File: src/rtl/image_header_stream_parser_assert.svh
// assertion macros shared by the size check and parse core modules of the image header stream parser
`ifndef IMAGE_HEADER_STREAM_PARSER_ASSERT_SVH
`define IMAGE_HEADER_STREAM_PARSER_ASSERT_SVH

// clocked check, off while reset is held
`ifndef ASSERT_OFF
`define IHSP_ASSERT(label, prop, msg) \
    label: assert property (@(posedge aclk) disable iff (!aresetn) prop) else $error(msg);
`else
`define IHSP_ASSERT(label, prop, msg)
`endif

// clocked check that also holds during reset
`ifndef ASSERT_OFF
`define IHSP_ASSERT_ALWAYS(label, prop, msg) \
    label: assert property (@(posedge aclk) prop) else $error(msg);
`else
`define IHSP_ASSERT_ALWAYS(label, prop, msg)
`endif

`endif

File: src/rtl/ihsp_pkg.sv
// types, codes and constants of the image header stream parser
package ihsp_pkg;

    localparam int PHASE_W = 4;
    localparam int CLASS_W = 4;
    localparam int ERR_W   = 3;
    localparam int TAG_W   = 16;
    localparam int CH_W    = 2;
    localparam int FIELD_W = 64;
    localparam int BYTE_W  = 8;

    // parse phases; the numeric field phases share their code with the byte class
    localparam logic [PHASE_W-1:0] PH_MAGIC    = 4'd0;
    localparam logic [PHASE_W-1:0] PH_HDRSIZE  = 4'd1;
    localparam logic [PHASE_W-1:0] PH_CONTSIZE = 4'd2;
    localparam logic [PHASE_W-1:0] PH_WIDTH    = 4'd3;
    localparam logic [PHASE_W-1:0] PH_HEIGHT   = 4'd4;
    localparam logic [PHASE_W-1:0] PH_CAPTION  = 4'd5;
    localparam logic [PHASE_W-1:0] PH_TAGS     = 4'd7;
    localparam logic [PHASE_W-1:0] PH_PIXEL    = 4'd9;
    localparam logic [PHASE_W-1:0] PH_IDLE     = 4'd10;

    // byte classes
    localparam logic [CLASS_W-1:0] CLS_MAGIC    = 4'd0;
    localparam logic [CLASS_W-1:0] CLS_CAPTION  = 4'd5;
    localparam logic [CLASS_W-1:0] CLS_CAP_END  = 4'd6;
    localparam logic [CLASS_W-1:0] CLS_TAG      = 4'd7;
    localparam logic [CLASS_W-1:0] CLS_TAG_END  = 4'd8;
    localparam logic [CLASS_W-1:0] CLS_PIXEL    = 4'd9;
    localparam logic [CLASS_W-1:0] CLS_IGNORED  = 4'd10;

    // error codes
    localparam logic [ERR_W-1:0] ERR_NONE      = 3'd0;
    localparam logic [ERR_W-1:0] ERR_BAD_MAGIC = 3'd1;
    localparam logic [ERR_W-1:0] ERR_SIZE      = 3'd2;
    localparam logic [ERR_W-1:0] ERR_SHORT     = 3'd3;
    localparam logic [ERR_W-1:0] ERR_CAPTION   = 3'd4;

    localparam logic [FIELD_W-1:0] HDR_FIXED_LEN = 64'd36;
    localparam logic [BYTE_W-1:0]  CHAR_NEWLINE  = 8'h0A;
    localparam logic [BYTE_W-1:0]  CHAR_NUL      = 8'h00;
    localparam logic [TAG_W-1:0]   TAG_MAX       = 16'hFFFF;
    localparam logic [CH_W-1:0]    CH_BLUE       = 2'd2;
    localparam logic [2:0]         FIELD_LAST_IDX = 3'd7;
    localparam logic [1:0]         MAGIC_LAST_IDX = 2'd3;

    // three times the width needs two extra bits, one height byte adds eight
    localparam int TW_W   = FIELD_W + 2;
    localparam int PROD_W = TW_W + BYTE_W;
    localparam int SUM_W  = PROD_W + 1;
    localparam int CARRY_W = SUM_W - BYTE_W;

    typedef struct packed {
        logic               width_load;
        logic               height_step;
        logic [2:0]         byte_idx;
    } chk_ctl_t;

    typedef struct packed {
        logic [BYTE_W-1:0]  byte_out;
        logic [CLASS_W-1:0] byte_class;
        logic [TAG_W-1:0]   tag_number;
        logic [CH_W-1:0]    color_channel;
        logic [FIELD_W-1:0] field_value;
        logic               field_done;
        logic [ERR_W-1:0]   error_code;
        logic               image_done;
    } res_t;

    function automatic logic [BYTE_W-1:0] magic_byte(input logic [1:0] idx);
        logic [BYTE_W-1:0] r;
        unique case (idx)
            2'd0:    r = 8'h43;
            2'd1:    r = 8'h49;
            default: r = 8'h46;
        endcase
        return r;
    endfunction

endpackage

File: src/rtl/image_header_stream_parser.sv
// top level of the image header stream parser
//
//  channel  dir  handshake          tdata / tuser / tlast
//  s_       in   s_tvalid/s_tready  data_byte / first_byte / -
//  m_       out  m_tvalid/m_tready  see m_tdata / byte_class / image_done
//
// one item in, one item out; every cycle an item may enter unless a held result is stalled by m_tready low
// an accepted item is registered and shows at m_ on the next cycle
// the critical path is the 66x8 partial product and carry add of the size check
// reset is synchronous on aresetn low and returns the parse to the magic bytes
// s_tready drops only while a held result is stalled by m_tready low
module image_header_stream_parser (
    input  logic         aclk,
    input  logic         aresetn,
    // slave side
    input  logic         s_tvalid,
    output logic         s_tready,
    input  logic [7:0]   s_tdata,   // [7:0] data_byte
    input  logic [0:0]   s_tuser,   // [0] first_byte
    // master side
    output logic         m_tvalid,
    input  logic         m_tready,
    output logic [95:0]  m_tdata,   // [7:0] byte_out, [23:8] tag_number,
                                    // [25:24] color_channel, [89:26] field_value,
                                    // [90] field_done, [93:91] error_code, [95:94] zero
    output logic [3:0]   m_tuser,   // [3:0] byte_class
    output logic         m_tlast    // image_done
);

    logic           item_acc;
    ihsp_pkg::res_t res_now;
    ihsp_pkg::res_t res_held;

    // an item is taken when both handshake lines are high
    assign item_acc = s_tvalid && s_tready;

    // classification and parse state
    ihsp_parse_core u_core (
        .aclk       (aclk),
        .aresetn    (aresetn),
        .item_acc   (item_acc),
        .data_byte  (s_tdata),
        .first_byte (s_tuser[0]),
        .res        (res_now)
    );

    // result register
    ihsp_out_reg u_out (
        .aclk      (aclk),
        .aresetn   (aresetn),
        .item_acc  (item_acc),
        .res_in    (res_now),
        .out_ready (m_tready),
        .out_valid (m_tvalid),
        .in_ready  (s_tready),
        .res_out   (res_held)
    );

    // pack the result fields, highest field first
    assign m_tdata = {2'b00,
                      res_held.error_code,
                      res_held.field_done,
                      res_held.field_value,
                      res_held.color_channel,
                      res_held.tag_number,
                      res_held.byte_out};
    assign m_tuser = res_held.byte_class;
    assign m_tlast = res_held.image_done;

endmodule

File: src/rtl/ihsp_size_chk.sv
// content size check: three times width times height, built one height byte a cycle while items are accepted
`include "image_header_stream_parser_assert.svh"
module ihsp_size_chk (
    input  logic                           aclk,
    input  logic                           aresetn,
    input  ihsp_pkg::chk_ctl_t             ctl,
    input  logic [ihsp_pkg::FIELD_W-1:0]   width_val,
    input  logic [ihsp_pkg::BYTE_W-1:0]    height_byte,
    input  logic [ihsp_pkg::FIELD_W-1:0]   cont_len,
    output logic                           size_ok
);

    logic [ihsp_pkg::TW_W-1:0]    tw_reg;
    logic [ihsp_pkg::CARRY_W-1:0] carry_reg;
    logic [ihsp_pkg::CARRY_W-1:0] carry_cur;
    logic                         mis_reg;
    logic                         mis_next;
    logic [ihsp_pkg::PROD_W-1:0]  prod;
    logic [ihsp_pkg::SUM_W-1:0]   sum;
    logic [ihsp_pkg::BYTE_W-1:0]  cont_byte;

    // partial product of this byte plus what carried over from lower bytes
    assign carry_cur = (ctl.byte_idx == 3'd0) ? '0 : carry_reg;
    assign prod      = tw_reg * {{(ihsp_pkg::TW_W-ihsp_pkg::BYTE_W){1'b0}}, height_byte};
    assign sum       = {{(ihsp_pkg::SUM_W-ihsp_pkg::CARRY_W){1'b0}}, carry_cur}
                     + {1'b0, prod};
    assign cont_byte = cont_len[{ctl.byte_idx, 3'b000} +: ihsp_pkg::BYTE_W];
    assign mis_next  = (sum[ihsp_pkg::BYTE_W-1:0] != cont_byte)
                     || ((ctl.byte_idx != 3'd0) && mis_reg);
    // anything left above bit 63 is an overflow
    assign size_ok   = !mis_next && (sum[ihsp_pkg::SUM_W-1:ihsp_pkg::BYTE_W] == '0);

    always_ff @(posedge aclk) begin
        if (ctl.width_load) begin
            tw_reg <= {2'b00, width_val} + {1'b0, width_val, 1'b0};
        end
        if (ctl.height_step) begin
            carry_reg <= sum[ihsp_pkg::SUM_W-1:ihsp_pkg::BYTE_W];
            mis_reg   <= mis_next;
        end
    end

    `IHSP_ASSERT(a_no_load_in_height, !(ctl.width_load && ctl.height_step), "width load during height")
    `IHSP_ASSERT(a_height_bytes_in_order, ctl.height_step && ctl.byte_idx != ihsp_pkg::FIELD_LAST_IDX |=> !ctl.width_load, "width load right after height byte")
    `IHSP_ASSERT(a_load_on_last_byte, ctl.width_load |-> ctl.byte_idx == ihsp_pkg::FIELD_LAST_IDX, "width load before its last byte")

endmodule

File: src/rtl/ihsp_parse_core.sv
// parse state and byte classification for one accepted item
`include "image_header_stream_parser_assert.svh"
module ihsp_parse_core (
    input  logic                          aclk,
    input  logic                          aresetn,
    input  logic                          item_acc,
    input  logic [ihsp_pkg::BYTE_W-1:0]   data_byte,
    input  logic                          first_byte,
    output ihsp_pkg::res_t                res
);

    logic [ihsp_pkg::PHASE_W-1:0] phase_reg, phase_next, cur_phase;
    logic [ihsp_pkg::FIELD_W-1:0] off_reg, cur_off, off_inc;
    logic [ihsp_pkg::FIELD_W-1:0] acc_reg, acc_cur, fv;
    logic [ihsp_pkg::FIELD_W-1:0] hdr_len_reg, cont_len_reg, pix_end_reg;
    logic [ihsp_pkg::TAG_W-1:0]   tag_reg, tag_next, cur_tag;
    logic [ihsp_pkg::CH_W-1:0]    ch_reg, ch_next, cur_ch;
    logic [ihsp_pkg::ERR_W-1:0]   err_reg, err_next, cur_err;
    logic [2:0]                   k;
    logic                         last_hdr, last_pix, size_ok;
    ihsp_pkg::chk_ctl_t           chk_ctl;
    ihsp_pkg::res_t               r;

    // a first byte restarts the parse before it is classified
    assign cur_phase = first_byte ? ihsp_pkg::PH_MAGIC : phase_reg;
    assign cur_off   = first_byte ? '0 : off_reg;
    assign cur_tag   = first_byte ? '0 : tag_reg;
    assign cur_ch    = first_byte ? '0 : ch_reg;
    assign cur_err   = first_byte ? ihsp_pkg::ERR_NONE : err_reg;

    assign off_inc  = cur_off + 64'd1;
    assign last_hdr = (off_inc == hdr_len_reg);
    assign last_pix = (off_inc == pix_end_reg);

    // field byte index; fields start at offset 4
    assign k       = cur_off[2:0] ^ 3'b100;
    assign acc_cur = (k == 3'd0) ? '0 : acc_reg;
    assign fv      = acc_cur | ({56'd0, data_byte} << {k, 3'b000});

    assign chk_ctl.width_load  = item_acc && (cur_phase == ihsp_pkg::PH_WIDTH)
                                 && (k == ihsp_pkg::FIELD_LAST_IDX);
    assign chk_ctl.height_step = item_acc && (cur_phase == ihsp_pkg::PH_HEIGHT);
    assign chk_ctl.byte_idx    = k;

    ihsp_size_chk u_size_chk (
        .aclk        (aclk),
        .aresetn     (aresetn),
        .ctl         (chk_ctl),
        .width_val   (fv),
        .height_byte (data_byte),
        .cont_len    (cont_len_reg),
        .size_ok     (size_ok)
    );

    always_comb begin
        r            = '0;
        r.byte_out   = data_byte;
        r.byte_class = ihsp_pkg::CLS_IGNORED;
        phase_next   = cur_phase;
        tag_next     = cur_tag;
        ch_next      = cur_ch;
        err_next     = cur_err;
        unique case (cur_phase) inside
            ihsp_pkg::PH_MAGIC: begin
                r.byte_class = ihsp_pkg::CLS_MAGIC;
                if (data_byte != ihsp_pkg::magic_byte(cur_off[1:0])) begin
                    err_next     = ihsp_pkg::ERR_BAD_MAGIC;
                    r.image_done = 1'b1;
                    phase_next   = ihsp_pkg::PH_IDLE;
                end else if (cur_off[1:0] == ihsp_pkg::MAGIC_LAST_IDX) begin
                    phase_next = ihsp_pkg::PH_HDRSIZE;
                end
            end
            ihsp_pkg::PH_HDRSIZE, ihsp_pkg::PH_CONTSIZE,
            ihsp_pkg::PH_WIDTH, ihsp_pkg::PH_HEIGHT: begin
                // field phase codes equal their byte class codes
                r.byte_class  = cur_phase;
                r.field_value = fv;
                if (k == ihsp_pkg::FIELD_LAST_IDX) begin
                    r.field_done = 1'b1;
                    if (cur_phase != ihsp_pkg::PH_HEIGHT) begin
                        phase_next = cur_phase + 4'd1;
                    end else begin
                        if (!size_ok) begin
                            err_next = ihsp_pkg::ERR_SIZE;
                        end else if (hdr_len_reg < ihsp_pkg::HDR_FIXED_LEN) begin
                            err_next = ihsp_pkg::ERR_SHORT;
                        end else if (hdr_len_reg == ihsp_pkg::HDR_FIXED_LEN) begin
                            err_next = ihsp_pkg::ERR_CAPTION;
                        end
                        if (err_next != ihsp_pkg::ERR_NONE) begin
                            r.image_done = 1'b1;
                            phase_next   = ihsp_pkg::PH_IDLE;
                        end else begin
                            phase_next = ihsp_pkg::PH_CAPTION;
                        end
                    end
                end
            end
            ihsp_pkg::PH_CAPTION: begin
                r.byte_class = ihsp_pkg::CLS_CAPTION;
                if (data_byte == ihsp_pkg::CHAR_NEWLINE) begin
                    r.byte_class = ihsp_pkg::CLS_CAP_END;
                    if (last_hdr) begin
                        if (cont_len_reg == '0) begin
                            phase_next   = ihsp_pkg::PH_IDLE;
                            r.image_done = 1'b1;
                        end else begin
                            phase_next = ihsp_pkg::PH_PIXEL;
                            ch_next    = '0;
                        end
                    end else begin
                        phase_next = ihsp_pkg::PH_TAGS;
                    end
                end else if (last_hdr) begin
                    err_next     = ihsp_pkg::ERR_CAPTION;
                    r.image_done = 1'b1;
                    phase_next   = ihsp_pkg::PH_IDLE;
                end
            end
            ihsp_pkg::PH_TAGS: begin
                r.byte_class = ihsp_pkg::CLS_TAG;
                r.tag_number = cur_tag;
                if (data_byte == ihsp_pkg::CHAR_NUL) begin
                    r.byte_class = ihsp_pkg::CLS_TAG_END;
                    if (cur_tag != ihsp_pkg::TAG_MAX) begin
                        tag_next = cur_tag + 16'd1;
                    end
                end
                if (last_hdr) begin
                    if (cont_len_reg == '0) begin
                        phase_next   = ihsp_pkg::PH_IDLE;
                        r.image_done = 1'b1;
                    end else begin
                        phase_next = ihsp_pkg::PH_PIXEL;
                        ch_next    = '0;
                    end
                end
            end
            ihsp_pkg::PH_PIXEL: begin
                r.byte_class    = ihsp_pkg::CLS_PIXEL;
                r.color_channel = cur_ch;
                ch_next         = (cur_ch >= ihsp_pkg::CH_BLUE) ? '0 : cur_ch + 2'd1;
                if (last_pix) begin
                    r.image_done = 1'b1;
                    phase_next   = ihsp_pkg::PH_IDLE;
                end
            end
            default: begin
                r.byte_class = ihsp_pkg::CLS_IGNORED;
            end
        endcase
        r.error_code = err_next;
    end

    assign res = r;

    always_ff @(posedge aclk) begin
        if (!aresetn) begin
            phase_reg <= ihsp_pkg::PH_MAGIC;
            off_reg   <= '0;
            tag_reg   <= '0;
            ch_reg    <= '0;
            err_reg   <= ihsp_pkg::ERR_NONE;
        end else if (item_acc) begin
            phase_reg <= phase_next;
            off_reg   <= off_inc;
            tag_reg   <= tag_next;
            ch_reg    <= ch_next;
            err_reg   <= err_next;
        end
    end

    // header fields are always written before they are read again
    always_ff @(posedge aclk) begin
        if (item_acc) begin
            acc_reg <= (k == ihsp_pkg::FIELD_LAST_IDX) ? '0 : fv;
            if (r.field_done && cur_phase == ihsp_pkg::PH_HDRSIZE) begin
                hdr_len_reg <= fv;
            end
            if (r.field_done && cur_phase == ihsp_pkg::PH_CONTSIZE) begin
                cont_len_reg <= fv;
            end
        end
        pix_end_reg <= hdr_len_reg + cont_len_reg;
    end

    `IHSP_ASSERT(a_err_means_idle, err_reg != ihsp_pkg::ERR_NONE |-> phase_reg == ihsp_pkg::PH_IDLE, "error without idle phase")
    `IHSP_ASSERT(a_done_goes_idle, item_acc && r.image_done |=> phase_reg == ihsp_pkg::PH_IDLE, "image done but parse goes on")
    `IHSP_ASSERT(a_tag_saturates, item_acc && !first_byte && tag_reg == ihsp_pkg::TAG_MAX |=> tag_reg == ihsp_pkg::TAG_MAX, "tag counter wrapped")
    `IHSP_ASSERT_ALWAYS(a_channel_range, !aresetn || ch_reg != 2'd3, "color channel out of range")

endmodule

File: src/rtl/ihsp_out_reg.sv
// result register between the parse logic and the result channel
module ihsp_out_reg (
    input  logic            aclk,
    input  logic            aresetn,
    input  logic            item_acc,
    input  ihsp_pkg::res_t  res_in,
    input  logic            out_ready,
    output logic            out_valid,
    output logic            in_ready,
    output ihsp_pkg::res_t  res_out
);

    logic           valid_reg;
    ihsp_pkg::res_t res_reg;

    // a new item may enter when no result is held or the held result leaves in the same cycle
    assign in_ready  = !valid_reg || out_ready;
    assign out_valid = valid_reg;
    assign res_out   = res_reg;

    always_ff @(posedge aclk) begin
        if (!aresetn) begin
            valid_reg <= 1'b0;
        end else if (item_acc) begin
            valid_reg <= 1'b1;
        end else if (out_ready) begin
            valid_reg <= 1'b0;
        end
    end

    always_ff @(posedge aclk) begin
        if (item_acc) begin
            res_reg <= res_in;
        end
    end

endmodule
File: config.mk
export PLATFORM = sky130hd
export DESIGN_NAME = image_header_stream_parser
export DESIGN_NICKNAME = d
export VERILOG_FILES = /design/src/rtl/ihsp_pkg.sv /design/src/rtl/image_header_stream_parser.sv /design/src/rtl/ihsp_size_chk.sv /design/src/rtl/ihsp_parse_core.sv /design/src/rtl/ihsp_out_reg.sv
export VERILOG_INCLUDE_DIRS = /design/src /design/src/rtl
export SDC_FILE = /design/constraint.sdc
export NUM_CORES = 2
export LEC_CHECK = 0
export BUFFER_PORTS_ARGS = -buffer_cell sky130_fd_sc_hd__buf_4
export CAP_MARGIN = 20
export CELL_PAD_IN_SITES_DETAIL_PLACEMENT = 1
export CELL_PAD_IN_SITES_GLOBAL_PLACEMENT = 1
export CORE_ASPECT_RATIO = 0.9
export CORE_MARGIN = 4
export CORE_UTILIZATION = 30
export CTS_CLUSTER_SIZE = 20
export DETAILED_ROUTE_END_ITERATION = 12
export PLACE_DENSITY_LB_ADDON = 0.1
export SLEW_MARGIN = 20
export SYNTH_ARGS = -nofsm -noshare
export SYNTH_HDL_FRONTEND = slang
export SYNTH_SLANG_ARGS = --single-unit
File: constraint.sdc
create_clock -name aclk -period 11 [get_ports aclk]
set_input_delay 1.1 -clock aclk [delete_from_list [all_inputs] [get_ports aclk]]
set_output_delay 1.1 -clock aclk [all_outputs]
set_load 0.05 [all_outputs]
==> results.json <==
{
  "fin_crit_ns": 9.93,
  "gp_congestion": 0.876,
  "async_flop_share_pct": 0,
  "initial_utilization_pct": 30.3,
  "worst_ep_required_time_ns": 11.44,
  "largest_register_ffs": 99,
  "grt_pass1_vias": 45300,
  "area_delta_synth_final_pct": 11.2,
  "cp-end-kind": "flop",
  "critPathKind": "in2reg",
  "path_clk_slew_ns": 0.06,
  "most-common-layout-cells": "629 x inv_1, 553 x nand2_1, 455 x nor2_1",
  "io_pins": 116,
  "p_leak_nw": 23.7,
  "dp_hpwl_um": 158000,
  "path_buf_inv": 5,
  "clockBufferDepth": 3,
  "hold_viol_final": 0,
  "timing.final.crit_share_pct": 90.2,
  "routedWlPerCell_um": 25.0,
  "die_width_um": 450,
  "via_count": 42800,
  "nets": 6456,
  "total_power_mw": 10.1,
  "cts-root-buf": "clkbuf_16",
  "cp_top_family": "simple AND/OR/NAND/NOR gates",
  "synth-edff-count": 425,
  "core_area_mm2": 0.174,
  "num_rows": 145,
  "first_iter_violations": 2518,
  "drc": 0,
  "rsz0062_at_grt": "no",
  "hold_buffers": 0,
  "relSlewSlack_pct": 26.1,
  "critPathSlowestCell": "nor4_1",
  "port_buffers": 113,
  "tns_ns": 0,
  "dr.pass1.iters": 5,
  "grt_busiest_layer": "met2",
  "hp-class": "reg2reg",
  "avgSynthCellArea_um2": 9.14,
  "use_met3_pct": 2.00,
  "grt_usage_pct": 22.1,
  "setup_viol_count_final": 0,
  "grt_util_met1_pct": 30.7,
  "tightest_slew_ns": 1.10,
  "cp-start-kind": "input port",
  "max_stage_delay_ns": 0.67,
  "cellPowerDensity_mw_per_mm2": 172,
  "cp_max_fo": 42,
  "drive_gt1_share_pct": 6.29,
  "final_common_cell": "inv_1",
  "grt_pass1_wl_um": 305000,
  "maxCapViolCount": 0,
  "synth_ff_type": "edfxtp_1",
  "critPathMostFrequentCell": "fa_1",
  "overflow": 0,
  "yosysWarnings": 0,
  "ant_nets": 0,
  "h-tree-depth": 3,
  "syn_inst": 5759,
  "postCtsSetupBuffers": 0,
  "dieArea_mm2": 0.182,
  "wl_um": 202000,
  "antenna_found_initial": 4,
  "maxSlewViolCount": 0,
  "critPathArrivalTime_ns": 10.36,
  "clock-sinks": 579,
  "irDropWorstVdd_mv": 0.117,
  "synth-seq-cells": 579,
  "timing.fmax_mhz": 101,
  "cts_inserted_buffers": 79,
  "routed_via_density": 5.29,
  "clkLatencyLatePin_ns": 0.71,
  "netlist-cell-type-count": 95,
  "final_area_mm2": 0.0586,
  "outcome": "finished clean",
  "fin_skew_ns": 0.0501,
  "grtUsageMet2_pct": 36.3,
  "place_area_mm2": 0.0559,
  "cts_resized": 0,
  "netlist_area_mm2": 0.0527,
  "cts_tree": "built",
  "ys_seq_area_share_pct": 30.1,
  "grt_max_degree": 120,
  "die_h_um": 405
}
path summary, 6_finish.rpt:
| path | startpoint | to | slack [ns] | cells past startpoint |
|---|---|---|---|---|
| max | s_tuser | u_out.res_out[0] | 1.07 | 27 |
| min | u_core.tag_reg[1] | u_core.tag_reg[1] | 0.50 | 2 |
| max reg2reg | u_core.off_reg[1] | u_out.res_out[0] | 1.36 | 26 |
| min reg2reg | u_core.tag_reg[1] | u_core.tag_reg[1] | 0.50 | 2 |
per-layer routing:
metal / vias up / routed length [um]
met1: 22200 / 96200
met5: - / 0
met3: 213 / 5420
met4: 0 / 6770
li1: 19800 / -
met2: 644 / 94000
kinds of logic after synthesis:
group	Yosys count	share of synthesized area (%)
fa+ha+maj	690	22.9
simple gates	2127	20.5
xor+xnor	307	5.34
flops	579	30.1
other cells	1	0.00712
buf+inv	895	6.45
mux	46	0.993
compound gates	1114	13.7
worst reg2reg max path: stages (launching register included):
cell      delay, ns
dfxtp_1        0.34
nand2b_1       0.22
ha_1           0.31
nand2_4        0.49
buf_4          0.46
nand2_1        0.14
fa_1           0.49
inv_1          0.05
fa_1           0.47
fa_1           0.49
inv_1          0.06
fa_1           0.53
inv_1          0.04
ha_1           0.65
nand4_1        0.32
nor3_1         0.46
and3_1         0.30
nand2_1        0.08
a211oi_1       0.66
or2_2          0.28
mux2i_1        0.25
o21bai_1       0.11
nor4b_1        0.53
nand4_1        0.64
nor4_1         0.69
nand2b_1       0.22
nand3_1        0.08
per-stage QoR:
step                hold WS, ns  utilization (%)  instances  worst slack, ns
global placement          0.476             32.2       7950            0.458
CTS                       0.503             33.6       8095             1.02
detailed placement        0.489             32.2       7951            0.271
floorplan                 0.437                -       5760          0.00158
finish                    0.499             33.7       8099             1.07
global route              0.520             33.7       8095            0.476
synthesized netlist by cell type (32+ instances only):
cell type	number	area, um2
inv_1	631	2370
nand2_1	555	2080
nor2_1	459	1720
fa_1	453	9070
and2_1	428	2680
edfxtp_1	425	12800
o21ai_0	277	1390
a21oi_1	275	1380
ha_1	236	2950
clkbuf_1	217	815
xnor2_1	207	1810
dfxtp_1	154	3080
a21o_1	105	788
nand3_1	102	510
nor3_1	93	465
xor2_1	91	797
nand4_1	86	538
nor4_1	83	519
nor2b_1	73	457
a31oi_1	46	288
a211oi_1	42	315
a32oi_1	42	368
a22oi_1	41	308
and3_1	39	244
nand2b_1	36	225
o21a_1	36	270
mux2i_1	32	320
or3_1	32	200
where the power goes:
part | leakage [nW] | switching [mW] | internal (mW)
Sequential | 5.23 | 0.0214 | 2.57
Combinational | 17.2 | 3.24 | 1.59
Clock | 1.25 | 1.11 | 1.54
Total | 23.7 | 4.38 | 5.71
layout make-up:
| class | instances | area (um2) |
|---|---|---|
| well taps | 2278 | 2850 |
| fillers | 19900 | 115000 |
| diodes | 4 | 10.0 |
| clock inverters | 51 | 522 |
| multi-input cells | 4286 | 33500 |
| inverters | 634 | 2390 |
| flip-flops and latches | 579 | 15800 |
| repair buffers | 174 | 1350 |
| clock buffers | 93 | 2070 |
(Power assumes the default switching activity.)
